`src/hdl/gf2n_block_doubler_core_macros.svh`:
```
// Assertion macros shared by the block doubler RTL.
`ifndef GF2N_BLOCK_DOUBLER_CORE_MACROS_SVH
`define GF2N_BLOCK_DOUBLER_CORE_MACROS_SVH
`ifndef SYNTHESIS
// Property checked on every rising edge outside reset.
`define GBD_ASSERT(lbl, prop, msg) \
    lbl: assert property (@(posedge clk) disable iff (!rst_n) prop) else $error(msg);
// Condition that must never be seen outside reset.
`define GBD_ASSERT_NEVER(lbl, cond, msg) \
    lbl: assert property (@(posedge clk) disable iff (!rst_n) !(cond)) else $error(msg);
`else
`define GBD_ASSERT(lbl, prop, msg)
`define GBD_ASSERT_NEVER(lbl, cond, msg)
`endif
`endif

```
`src/hdl/gf2nbd_pkg.sv`:
```
// Types, constants and helper functions of the block doubler.
package gf2nbd_pkg;

    localparam int LIMB_W     = 64;
    localparam int MAX_LIMBS  = 16;
    localparam int IDX_W      = $clog2(MAX_LIMBS);
    localparam int CNT_W      = IDX_W + 1;
    localparam int SIZE_W     = 3;
    localparam int CFG_IDX_W  = 2;
    localparam int CFG_DATA_W = 3;

    // Configuration register indexes
    localparam logic [CFG_IDX_W-1:0] CFG_SIZE   = 2'd0;
    localparam logic [CFG_IDX_W-1:0] CFG_ENDIAN = 2'd1;

    // Input operation codes
    localparam logic OP_LOAD   = 1'b0;
    localparam logic OP_DOUBLE = 1'b1;

    // Block size codes
    localparam logic [SIZE_W-1:0] SZ_64   = 3'd0;
    localparam logic [SIZE_W-1:0] SZ_128  = 3'd1;
    localparam logic [SIZE_W-1:0] SZ_192  = 3'd2;
    localparam logic [SIZE_W-1:0] SZ_256  = 3'd3;
    localparam logic [SIZE_W-1:0] SZ_512  = 3'd4;
    localparam logic [SIZE_W-1:0] SZ_1024 = 3'd5;

    // Control handed from the sequencer to the limb ALU
    typedef struct packed {
        logic                  little_endian;
        logic                  first_limb;   // limb 0 of the emitted block
        logic                  final_limb;   // last limb of the emitted block
        logic                  carry;        // top bit of the block was set
        logic [SIZE_W-1:0]     size_code;
    } alu_ctl_t;

    // Limbs in the block for a size code; unused codes act as 1024 bits
    function automatic logic [CNT_W-1:0] limb_count(input logic [SIZE_W-1:0] sz);
        logic [CNT_W-1:0] n;
        case (sz)
            SZ_64:   n = CNT_W'(1);
            SZ_128:  n = CNT_W'(2);
            SZ_192:  n = CNT_W'(3);
            SZ_256:  n = CNT_W'(4);
            SZ_512:  n = CNT_W'(8);
            default: n = CNT_W'(MAX_LIMBS);
        endcase
        return n;
    endfunction

    // Reduction constant of the minimum-weight polynomial per size
    function automatic logic [LIMB_W-1:0] red_poly(input logic [SIZE_W-1:0] sz);
        logic [LIMB_W-1:0] p;
        case (sz)
            SZ_64:          p = LIMB_W'(20'h0001B);
            SZ_128, SZ_192: p = LIMB_W'(20'h00087);
            SZ_256:         p = LIMB_W'(20'h00425);
            SZ_512:         p = LIMB_W'(20'h00125);
            default:        p = LIMB_W'(20'h80043);
        endcase
        return p;
    endfunction

    // Byte reversal of one limb
    function automatic logic [LIMB_W-1:0] swap_bytes(input logic [LIMB_W-1:0] v);
        logic [LIMB_W-1:0] r;
        for (int k = 0; k < LIMB_W / 8; k++) begin
            r[LIMB_W-1-8*k -: 8] = v[8*k +: 8];
        end
        return r;
    endfunction

endpackage

```
`src/hdl/gf2nbd_ram.sv`:
```
// Generic single-write, single-read RAM with registered read data.
module gf2nbd_ram #(
    parameter int WIDTH = 64,
    parameter int DEPTH = 16
) (
    input  logic                     clk,
    input  logic                     wr_en,
    input  logic [$clog2(DEPTH)-1:0] wr_addr,
    input  logic [WIDTH-1:0]         wr_data,
    input  logic                     rd_en,
    input  logic [$clog2(DEPTH)-1:0] rd_addr,
    output logic [WIDTH-1:0]         rd_data
);

    logic [WIDTH-1:0] mem [DEPTH];

    // Write port
    always_ff @(posedge clk)
    begin
        if (wr_en)
        begin
            mem[wr_addr] <= wr_data;
        end
    end

    // Read port, data held while no read is issued
    always_ff @(posedge clk)
    begin
        if (rd_en)
        begin
            rd_data <= mem[rd_addr];
        end
    end

endmodule

```
`src/hdl/gf2nbd_limb_alu.sv`:
```
// One limb of the multiply-by-x step, for either byte and limb order.
module gf2nbd_limb_alu
    import gf2nbd_pkg::*;
(
    input  alu_ctl_t          ctl,
    input  logic [LIMB_W-1:0] cur,   // limb just read from the store
    input  logic [LIMB_W-1:0] prev,  // limb read one step earlier
    output logic [LIMB_W-1:0] res    // doubled limb, memory byte order
);

    logic [LIMB_W-1:0] poly;
    logic [LIMB_W-1:0] cur_w;
    logic [LIMB_W-1:0] prev_w;
    logic [LIMB_W-1:0] be_res;
    logic [LIMB_W-1:0] le_res;

    assign poly   = ctl.carry ? red_poly(ctl.size_code) : '0;
    assign cur_w  = swap_bytes(cur);
    assign prev_w = swap_bytes(prev);

    // Big-endian: output limb is prev, low bit fed from the next limb's top bit
    assign be_res = ctl.final_limb ? ({prev[LIMB_W-2:0], 1'b0} ^ poly)
                                   : {prev[LIMB_W-2:0], cur[LIMB_W-1]};

    // Little-endian: output limb is cur, low bit fed from the lower limb's top bit
    assign le_res = ctl.first_limb
                  ? swap_bytes({cur_w[LIMB_W-2:0], 1'b0} ^ poly)
                  : swap_bytes({cur_w[LIMB_W-2:0], prev_w[LIMB_W-1]});

    assign res = ctl.little_endian ? le_res : be_res;

endmodule

```
`src/hdl/gf2n_block_doubler_core.sv`:
```
// Block doubler: multiply a stored GF(2^n) block by x, read-modify-write over a limb RAM.
// Load transaction: one per cycle while idle, written to the limb RAM at the accepting edge.
// Double transaction: limbs out one per cycle while the output is not stalled
// (n+1 RAM reads for n limbs); input ready again once the last limb is written back.
// The single limb RAM read port sets the rate; output stalls hold the read sequence.
// Reset (rst_n low, asynchronous): size 128 bits, big-endian, load index 0, no output.
`include "gf2n_block_doubler_core_macros.svh"

module gf2n_block_doubler_core
    import gf2nbd_pkg::*;
(
    input  logic                  clk,
    input  logic                  rst_n,
    // input stream
    input  logic                  s_axis_tvalid,
    output logic                  s_axis_tready,
    input  logic [LIMB_W-1:0]     s_axis_tdata,   // [63:0] data_in
    input  logic                  s_axis_tuser,   // [0] op
    // output stream
    output logic                  m_axis_tvalid,
    input  logic                  m_axis_tready,
    output logic [LIMB_W-1:0]     m_axis_tdata,   // [63:0] data_out
    output logic                  m_axis_tlast,
    // configuration write channel
    input  logic                  cfg_valid,
    output logic                  cfg_ready,
    input  logic [CFG_IDX_W-1:0]  cfg_index,
    input  logic [CFG_DATA_W-1:0] cfg_data
);

    logic [SIZE_W-1:0] size_reg;
    logic              le_reg;
    logic [IDX_W-1:0]  load_idx_reg, load_idx_next;
    logic              busy_reg;
    logic [CNT_W-1:0]  iss_reg;
    logic [CNT_W-1:0]  cns_reg;
    logic              rd_vld_reg;
    logic              carry_reg;
    logic [LIMB_W-1:0] prev_reg;
    logic              out_vld_reg;
    logic [LIMB_W-1:0] out_data_reg;
    logic              out_last_reg;

    logic [CNT_W-1:0]  n_limbs;
    logic              in_acc, do_load, do_double;
    logic              consume, issue, do_out, final_step;
    logic [CNT_W-1:0]  rd_step_addr;
    logic [CNT_W-1:0]  wb_step_addr;
    logic [CNT_W-1:0]  load_inc;
    logic              wr_en;
    logic [IDX_W-1:0]  wr_addr;
    logic [LIMB_W-1:0] wr_data;
    logic [LIMB_W-1:0] rd_data;
    logic [LIMB_W-1:0] alu_res;
    alu_ctl_t          alu_ctl;

    assign n_limbs = limb_count(size_reg);

    // Handshakes
    assign s_axis_tready = !busy_reg;
    assign cfg_ready     = 1'b1;
    assign in_acc        = s_axis_tvalid && s_axis_tready;
    assign do_load       = in_acc && (s_axis_tuser == OP_LOAD);
    assign do_double     = in_acc && (s_axis_tuser == OP_DOUBLE);

    // Read sequencing: step 0 fetches the carry limb, steps 1..n emit a limb each
    assign consume    = rd_vld_reg && (!out_vld_reg || m_axis_tready);
    assign issue      = busy_reg && (iss_reg <= n_limbs) && (!rd_vld_reg || consume);
    assign do_out     = consume && (cns_reg != '0);
    assign final_step = (cns_reg == n_limbs);

    // Little-endian reads top limb first, then 0..n-1; big-endian reads 0..n-1 then a spare
    always_comb
    begin
        if (le_reg)
        begin
            rd_step_addr = (iss_reg == '0) ? (n_limbs - CNT_W'(1)) : (iss_reg - CNT_W'(1));
        end
        else
        begin
            rd_step_addr = (iss_reg < n_limbs) ? iss_reg : '0;
        end
    end

    assign wb_step_addr = cns_reg - CNT_W'(1);

    // Limb ALU
    assign alu_ctl.little_endian = le_reg;
    assign alu_ctl.first_limb    = (cns_reg == CNT_W'(1));
    assign alu_ctl.final_limb    = final_step;
    assign alu_ctl.carry         = carry_reg;
    assign alu_ctl.size_code     = size_reg;

    gf2nbd_limb_alu u_alu (
        .ctl  (alu_ctl),
        .cur  (rd_data),
        .prev (prev_reg),
        .res  (alu_res)
    );

    // Store write port: loads when idle, write-back while doubling
    assign wr_en   = do_load || do_out;
    assign wr_addr = busy_reg ? wb_step_addr[IDX_W-1:0] : load_idx_reg;
    assign wr_data = busy_reg ? alu_res : s_axis_tdata;

    gf2nbd_ram #(
        .WIDTH (LIMB_W),
        .DEPTH (MAX_LIMBS)
    ) u_store (
        .clk     (clk),
        .wr_en   (wr_en),
        .wr_addr (wr_addr),
        .wr_data (wr_data),
        .rd_en   (issue),
        .rd_addr (rd_step_addr[IDX_W-1:0]),
        .rd_data (rd_data)
    );

    // Load index with wrap at the current limb count, cleared by a double
    assign load_inc = CNT_W'(load_idx_reg + IDX_W'(1));

    always_comb
    begin
        load_idx_next = load_idx_reg;
        if (do_double)
        begin
            load_idx_next = '0;
        end
        else if (do_load)
        begin
            load_idx_next = (load_inc >= n_limbs) ? '0 : load_inc[IDX_W-1:0];
        end
    end

    // Configuration registers
    always_ff @(posedge clk or negedge rst_n)
    begin
        if (!rst_n)
        begin
            size_reg <= SZ_128;
            le_reg   <= 1'b0;
        end
        else if (cfg_valid && cfg_ready)
        begin
            case (cfg_index)
                CFG_SIZE:   size_reg <= cfg_data[SIZE_W-1:0];
                CFG_ENDIAN: le_reg   <= cfg_data[0];
                default:    ;
            endcase
        end
    end

    // Sequencer control
    always_ff @(posedge clk or negedge rst_n)
    begin
        if (!rst_n)
        begin
            load_idx_reg <= '0;
            busy_reg     <= 1'b0;
            iss_reg      <= '0;
            cns_reg      <= '0;
            rd_vld_reg   <= 1'b0;
            out_vld_reg  <= 1'b0;
        end
        else
        begin
            load_idx_reg <= load_idx_next;

            if (do_double)
            begin
                busy_reg <= 1'b1;
                iss_reg  <= '0;
                cns_reg  <= '0;
            end
            else
            begin
                if (consume && final_step)
                begin
                    busy_reg <= 1'b0;
                end
                if (issue)
                begin
                    iss_reg <= iss_reg + CNT_W'(1);
                end
                if (consume)
                begin
                    cns_reg <= cns_reg + CNT_W'(1);
                end
            end

            if (issue)
            begin
                rd_vld_reg <= 1'b1;
            end
            else if (consume)
            begin
                rd_vld_reg <= 1'b0;
            end

            if (do_out)
            begin
                out_vld_reg <= 1'b1;
            end
            else if (m_axis_tready)
            begin
                out_vld_reg <= 1'b0;
            end
        end
    end

    // Datapath registers
    always_ff @(posedge clk)
    begin
        if (consume)
        begin
            prev_reg <= rd_data;
            if (cns_reg == '0)
            begin
                carry_reg <= le_reg ? rd_data[7] : rd_data[LIMB_W-1];
            end
        end
        if (do_out)
        begin
            out_data_reg <= alu_res;
            out_last_reg <= final_step;
        end
    end

    assign m_axis_tvalid = out_vld_reg;
    assign m_axis_tdata  = out_data_reg;
    assign m_axis_tlast  = out_last_reg;

    // Checks
    `GBD_ASSERT_NEVER(a_consume_ahead, cns_reg > iss_reg, "consumed a read never issued")
    `GBD_ASSERT_NEVER(a_issue_bound, busy_reg && (iss_reg > n_limbs + CNT_W'(1)), "read overrun")
    `GBD_ASSERT(a_read_lands, issue |=> rd_vld_reg, "issued read produced no data")
    `GBD_ASSERT(a_end_last, $fell(busy_reg) |-> (out_vld_reg && out_last_reg), "block ended without last limb")

endmodule
```
`config.mk`:
```
export PLATFORM = sky130hd
export DESIGN_NAME = gf2n_block_doubler_core
export DESIGN_NICKNAME = d
export VERILOG_FILES = /design/src/hdl/gf2nbd_pkg.sv /design/src/hdl/gf2nbd_ram.sv /design/src/hdl/gf2nbd_limb_alu.sv /design/src/hdl/gf2n_block_doubler_core.sv
export VERILOG_INCLUDE_DIRS = /design/src /design/src/hdl
export SDC_FILE = /design/constraint.sdc
export NUM_CORES = 2
export LEC_CHECK = 0
export BUFFER_PORTS_ARGS = -buffer_cell sky130_fd_sc_hd__buf_2
export CAP_MARGIN = 20
export CORE_ASPECT_RATIO = 1.2
export CORE_MARGIN = 1
export CORE_UTILIZATION = 61
export CTS_BUF_LIST = sky130_fd_sc_hd__clkbuf_4
export DETAILED_ROUTE_END_ITERATION = 16
export GPL_ROUTABILITY_DRIVEN = 0
export PLACE_DENSITY = 0.82
export SETUP_SLACK_MARGIN = 0.5
export SLEW_MARGIN = 20
export SYNTH_ARGS = -nofsm -noshare
export SYNTH_HDL_FRONTEND = slang
export SYNTH_HIERARCHICAL = 1
export SYNTH_SLANG_ARGS = --single-unit
```
`constraint.sdc`:
```
create_clock -name clk -period 11.5 [get_ports clk]
set_clock_uncertainty 0.15 [all_clocks]
set_input_delay 0.575 -clock clk [delete_from_list [all_inputs] [get_ports clk]]
set_output_delay 0.575 -clock clk [all_outputs]
set_load 0.03 [all_outputs]
```
### Word-level counts from Yosys, hierarchy flattened

Memory sizes are Yosys's and may differ from the RTL's. A register that Yosys moved wholly into a read port is not among the register bits.
Cells that the tools add are included.

* muxes and demuxes: 27
* magnitude comparators: 3
* add/sub/neg operators: 6
* eq/ne operators: 7
* reductions and logical operators: 29
* bitwise operators: 3

Operators by type and width (number)
* 64-bit 2-to-1 mux: 4
* 64-bit by 20-bit XOR with 64-bit output: 2
* 20-bit case mux with 4 select lines: 1
* 4-bit 2-to-1 mux: 7
* 5-bit case mux with 5 select lines: 1
* 20-bit 2-to-1 mux: 1
* 5-bit 2-to-1 mux: 4
* 2-bit nonzero test: 6
* 4-bit by 1-bit subtractor with 4-bit output, second input constant: 3
* 5-bit by 1-bit adder with 5-bit output, second input constant: 2
* 5-bit zero test: 2
* 1-bit 2-to-1 mux: 9
* 1-bit logical AND: 8
* 3-bit by 2-bit == test with 1-bit output, second input constant: 2
* 2-bit AND reduction: 3
* 4-bit by 1-bit adder with 5-bit output, second input constant: 1
* 5-bit by 1-bit == test with 1-bit output, second input constant: 1
* 5-bit == test: 1
* 5-bit greater-or-equal comparator: 1
* 5-bit less-or-equal comparator: 1
* 5-bit < comparator: 1
* 5-bit nonzero test: 1
* 3-bit by 1-bit == test with 1-bit output, second input constant: 1
* 3-bit == test, second input constant: 1
* 7 further kinds: 11

* memories kept: 1
* word-level logic and storage cells: 88
* bits of input ports: 75
* register bits: 150
* output and inout port bits: 68
* bits in writable memories: 1024

Memory list
* u_store.mem: words 16, bits a word 64, read ports 1, clocked after Yosys merged registers in 1, wr ports 1, RTL line gf2nbd_ram.sv:15 `logic [WIDTH-1:0] mem [DEPTH];`

### Depth between registers and ports, before layout

* depth after elaboration: 8
* gate-level depth with buffers: 14

### Hierarchy

The synthesis kept the hierarchy.

By module, submodules not included
* gf2nbd_ram: area each 40222.3 um^2, times used 1, cells each 1647
* gf2n_block_doubler_core: area each 6304.8 um^2, times used 1, cells each 388
* gf2nbd_limb_alu: area each 1172.4 um^2, times used 1, cells each 158

### Worst setup path after synthesis

OpenSTA, ideal clock, no wires.

* path type: in2reg
* start: in m_axis_tready
* end: mem u_store.mem[0][0], enable pin
* stages on the path: 7
* path slack: 2648 ps
* setup time: 565 ps
* data arrival time: 8138 ps
* path through: nand2b_1 -> and2_1 -> clkbuf_1 -> nand2_1 -> o21ai_0 -> or3b_2 -> nor3_1

* longest elaborated chain between the ends: 6

RTL lines
* start, declared: RTL line gf2n_block_doubler_core.sv:21 `input logic m_axis_tready,`
* 1-bit logical OR: RTL line gf2n_block_doubler_core.sv:67 `assign consume = rd_vld_reg && (!out_vld_reg || m_axis_tready);`
* 1-bit logical AND: RTL line gf2n_block_doubler_core.sv:67
* via consume: RTL line gf2n_block_doubler_core.sv:46 `logic consume, issue, do_out, final_step;`
* 1-bit logical AND: RTL line gf2n_block_doubler_core.sv:69 `assign do_out = consume && (cns_reg != '0);`
* 1-bit logical OR: RTL line gf2n_block_doubler_core.sv:102 `assign wr_en = do_load || do_out;`
* via wr_en: RTL line gf2n_block_doubler_core.sv:50 `logic wr_en;`
* 1-bit 2-to-1 mux: RTL line gf2nbd_ram.sv:20 `if (wr_en)`
* 1-bit 2-to-1 mux (implied by the code): RTL line gf2nbd_ram.sv:22 `mem[wr_addr] <= wr_data;`
* end, declared: RTL line gf2nbd_ram.sv:15

The timed path passes the listed nets, and every way through them passes these cells.

### Final worst setup path

* start: reg size_reg[0]
* end: reg u_store.rd_data[33] (read register of u_store.mem), data pin

* longest elaborated chain between the ends: 5
* elaborated cells between the ends (all ways): 14
* classes of those cells: add/sub: 1; order compare: 2; eq/ne: 4; mux: 4; reduce/logical: 3

RTL lines
* start, declared: RTL line gf2n_block_doubler_core.sv:31 `logic [SIZE_W-1:0] size_reg;`
* start signal, assigned: RTL line gf2n_block_doubler_core.sv:146 `CFG_SIZE: size_reg <= cfg_data[SIZE_W-1:0];`
* 3-bit == test (tied with other cells): RTL line gf2nbd_pkg.sv:40 `case (sz)`
* 5-bit case mux with 5 select lines (*): RTL line gf2nbd_pkg.sv:40
* 4-bit by 1-bit subtractor with 4-bit output / 5-bit < comparator (equally long branches): RTL line gf2n_block_doubler_core.sv:77, gf2n_block_doubler_core.sv:81
* 4-bit 2-to-1 mux (on tied branches): RTL line gf2n_block_doubler_core.sv:77, gf2n_block_doubler_core.sv:81
* 4-bit 2-to-1 mux (*): RTL line gf2n_block_doubler_core.sv:75 `if (le_reg)`
* via rd_step_addr[0]: RTL line gf2n_block_doubler_core.sv:47 `logic [CNT_W-1:0] rd_step_addr;`
* end, declared: RTL line gf2nbd_ram.sv:12 `output logic [WIDTH-1:0] rd_data`

Mark *: on every way through the listed nets, which the timed path passes. The rest lies on a longest branch.
A chain may end at the register's enable or synchronous reset.

==> results.md <==
* Status: complete, no violations
* CTS Root Cell: clkbuf_4
* Clock Path Buffers at 4
* Setup TNS after final layout at 0 ns
* Share of layout cells above drive strength 1 at 35.8%
* Worst-Margin Slew at 1.20 ns
* DP Area at 0.0496 mm²
* Net Switching at 5870 µW
* Logic gate share of total power at 36.7%
* Hold Vio Cnt, Final at 0
* Most flops, register: u_store/mem
* Hold Crit Class: primary input to register
* Hold Crit Depth at 3
* Setup violators final at 0
* CTS H-tree depth at 5
* Synthesis-to-finish area growth at 12.9%
* Die X at 257 µm
* PD cells at 313 mW/mm²
* Internal at 11000 µW
* DRC violations left at 0
* Net Sw Frac at 34.9%
* VDD IR max at 371 µV
* Final min period at 5.12 ns
* NumNets Final at 2727
* Worst Path Arrival at 5.78 ns
* Final WL at 113 mm
* Synthesis Warnings at 6
* Max-slew violations at 0
* DR pass1 iterations at 8
* Reg power frac at 43.3%
* R2r setup slk at 6.38 ns
* Synth Net Count at 2285
* Kind of critical path: register to register
* Initial antenna violation count at 4
* Num CTS Buffers at 295
* Grt ovf at 0
* Vias post-DR at 25098
* Top Ports at 143
* Detail-routed via count per cell at 6.54
* Tot GR Track Use at 28.9%
* TritonCTS clock tree: yes
* R2R cell count at 10
* Max frequency at 195 MHz
* HPWL after detailed placement at 55.9 mm
* Max-cap violations at 0
* Worst Setup End Kind: register
* Drt wl/cell at 29.4 µm
* Setup ws final at 6.38 ns
* Post-CTS setup buffer count at 0
* Layout fillers at 4383
* Slew margin rel. at 20.0%
* Die Span Y at 308 µm
* DP Worst Slack at 6.47 ns
* Clk pwr share at 20.0%
* Die area at 0.0793 mm²
* Detail Route Antenna Nets at 0
* Mapped Cells at 2192
* IO buf count at 141
* Final core occ at 70.1%
* RSZ-0062 raised after global routing: false
* Largest net degree at the start of global routing at 154
* Final instance area at 0.0538 mm²
* Final period util at 44.5%
* Skew-Pair Late Insertion Delay at 1.14 ns
* CP startpoint kind: register
* Avg Inst Size Synth at 21.7 µm²
* Clock sinks at 1238
* LEAKAGE at 0.0177 µW
* Worst-path clk slew at 0.07 ns
* Critical path peak fanout at 112
* Largest register FFs at 1024
* Core area at 0.0768 mm²
* 1st-iter DRT viols at 2947
* Total Power at 16800 µW
* Synthesized area at 0.0477 mm²
* Vias in the first global route at 26023
* Initial core utilization at 62.1%
* FP Rows at 111
* Required time worst endpoint at 12.16 ns
* First-pass GRT wire length at 163 mm
## layer usage
layer / share of wire (%) / track usage, % / up-vias
li1: - / - / 10228
met1: 33 / 35.7 / 12738
met2: 51 / 48.6 / 1827
met3: 11 / 6.62 / 301
met4: 4.3 / 14.3 / 4
met5: 0.023 / 0 / -
## final cells by class
| cell class | count | area [µm²] | share of cell area (%) |
|---|---|---|---|
| Clock buffer | 412 | 3090 | 5.75 |
| Sequential cell | 1238 | 37100 | 68.9 |
| Multi-Input combinational cell | 826 | 10100 | 18.8 |
| Inverter | 15 | 57.6 | 0.107 |
| Antenna cell | 3 | 7.51 | 0.0140 |
| Timing Repair Buffer | 258 | 1820 | 3.38 |
| Tap cell | 1017 | 1270 | 2.36 |
| Clock inverter | 66 | 363 | 0.674 |
## layout by cell type, fill, tap and decap left out, types with 4 or more instances in the layout
master,n
and2_1,4
a21oi_1,9
inv_2,4
mux4_2,256
mux2_2,112
nand2_1,97
or4_1,7
a22oi_1,129
nor3_2,4
bufinv_16,4
a31oi_1,10
inv_1,13
nor2_1,26
nand3_1,12
dlygate4sd3_1,79
o211ai_1,6
xnor2_1,8
xor2_1,8
nand2b_1,6
clkbuf_4,412
mux2i_1,6
nor3_1,5
edfxtp_1,1217
nand3b_1,9
buf_4,35
buf_2,141
o21ai_0,19
or3_1,6
clkinv_2,9
nand4_1,6
clkinv_1,51
dfrtp_1,18
ha_1,18
nor2_4,13
## critical path, stage by stage, from the launching register on
cell and delay (ns):
dfstp_2 0.73, nand3b_1 0.22, ha_1 0.36, a211oi_1 0.22
o221ai_1 0.25, nor2_1 0.30, a22o_4 0.71, buf_12 0.77
mux4_2 0.63, a22oi_1 0.25, nand2_1 0.09
## power groups by stage
stage	Sequential [µW]	Clock, µW	Combinational [µW]
2_1_floorplan	7450	0	4170
3_3_place_gp	7280	0	5880
3_5_place_dp	7360	0	6090
4_1_cts	7280	3410	6140
5_1_grt	7350	3630	6530
6_report	7290	3360	6180
## what timing repair did
action,CTS,global route
hold endpoints to repair,1066,0
gates resized for setup,0,0
hold buffers,79,0
## through the flow
stage	instances	hold slack, ns
after floorplan	2192	0.129
after global placement	3275	0.278
after detailed placement	3275	0.280
after CTS	3832	0.0229
after global routing	3835	0.0779
final	3835	0.155
## worst paths after layout
path | from | end
worst max-delay path | size_reg[0] | u_store/rd_data[33]
worst max register to register | size_reg[0] | u_store/rd_data[33]
max in group asynchronous | rst_n | busy_reg
worst min register to register | u_store/rd_data[17] | prev_reg[17]
worst min-delay path | cfg_data[0] | le_reg
min in group asynchronous | rst_n | size_reg[0]
Power figures use the tool's default switching activity.
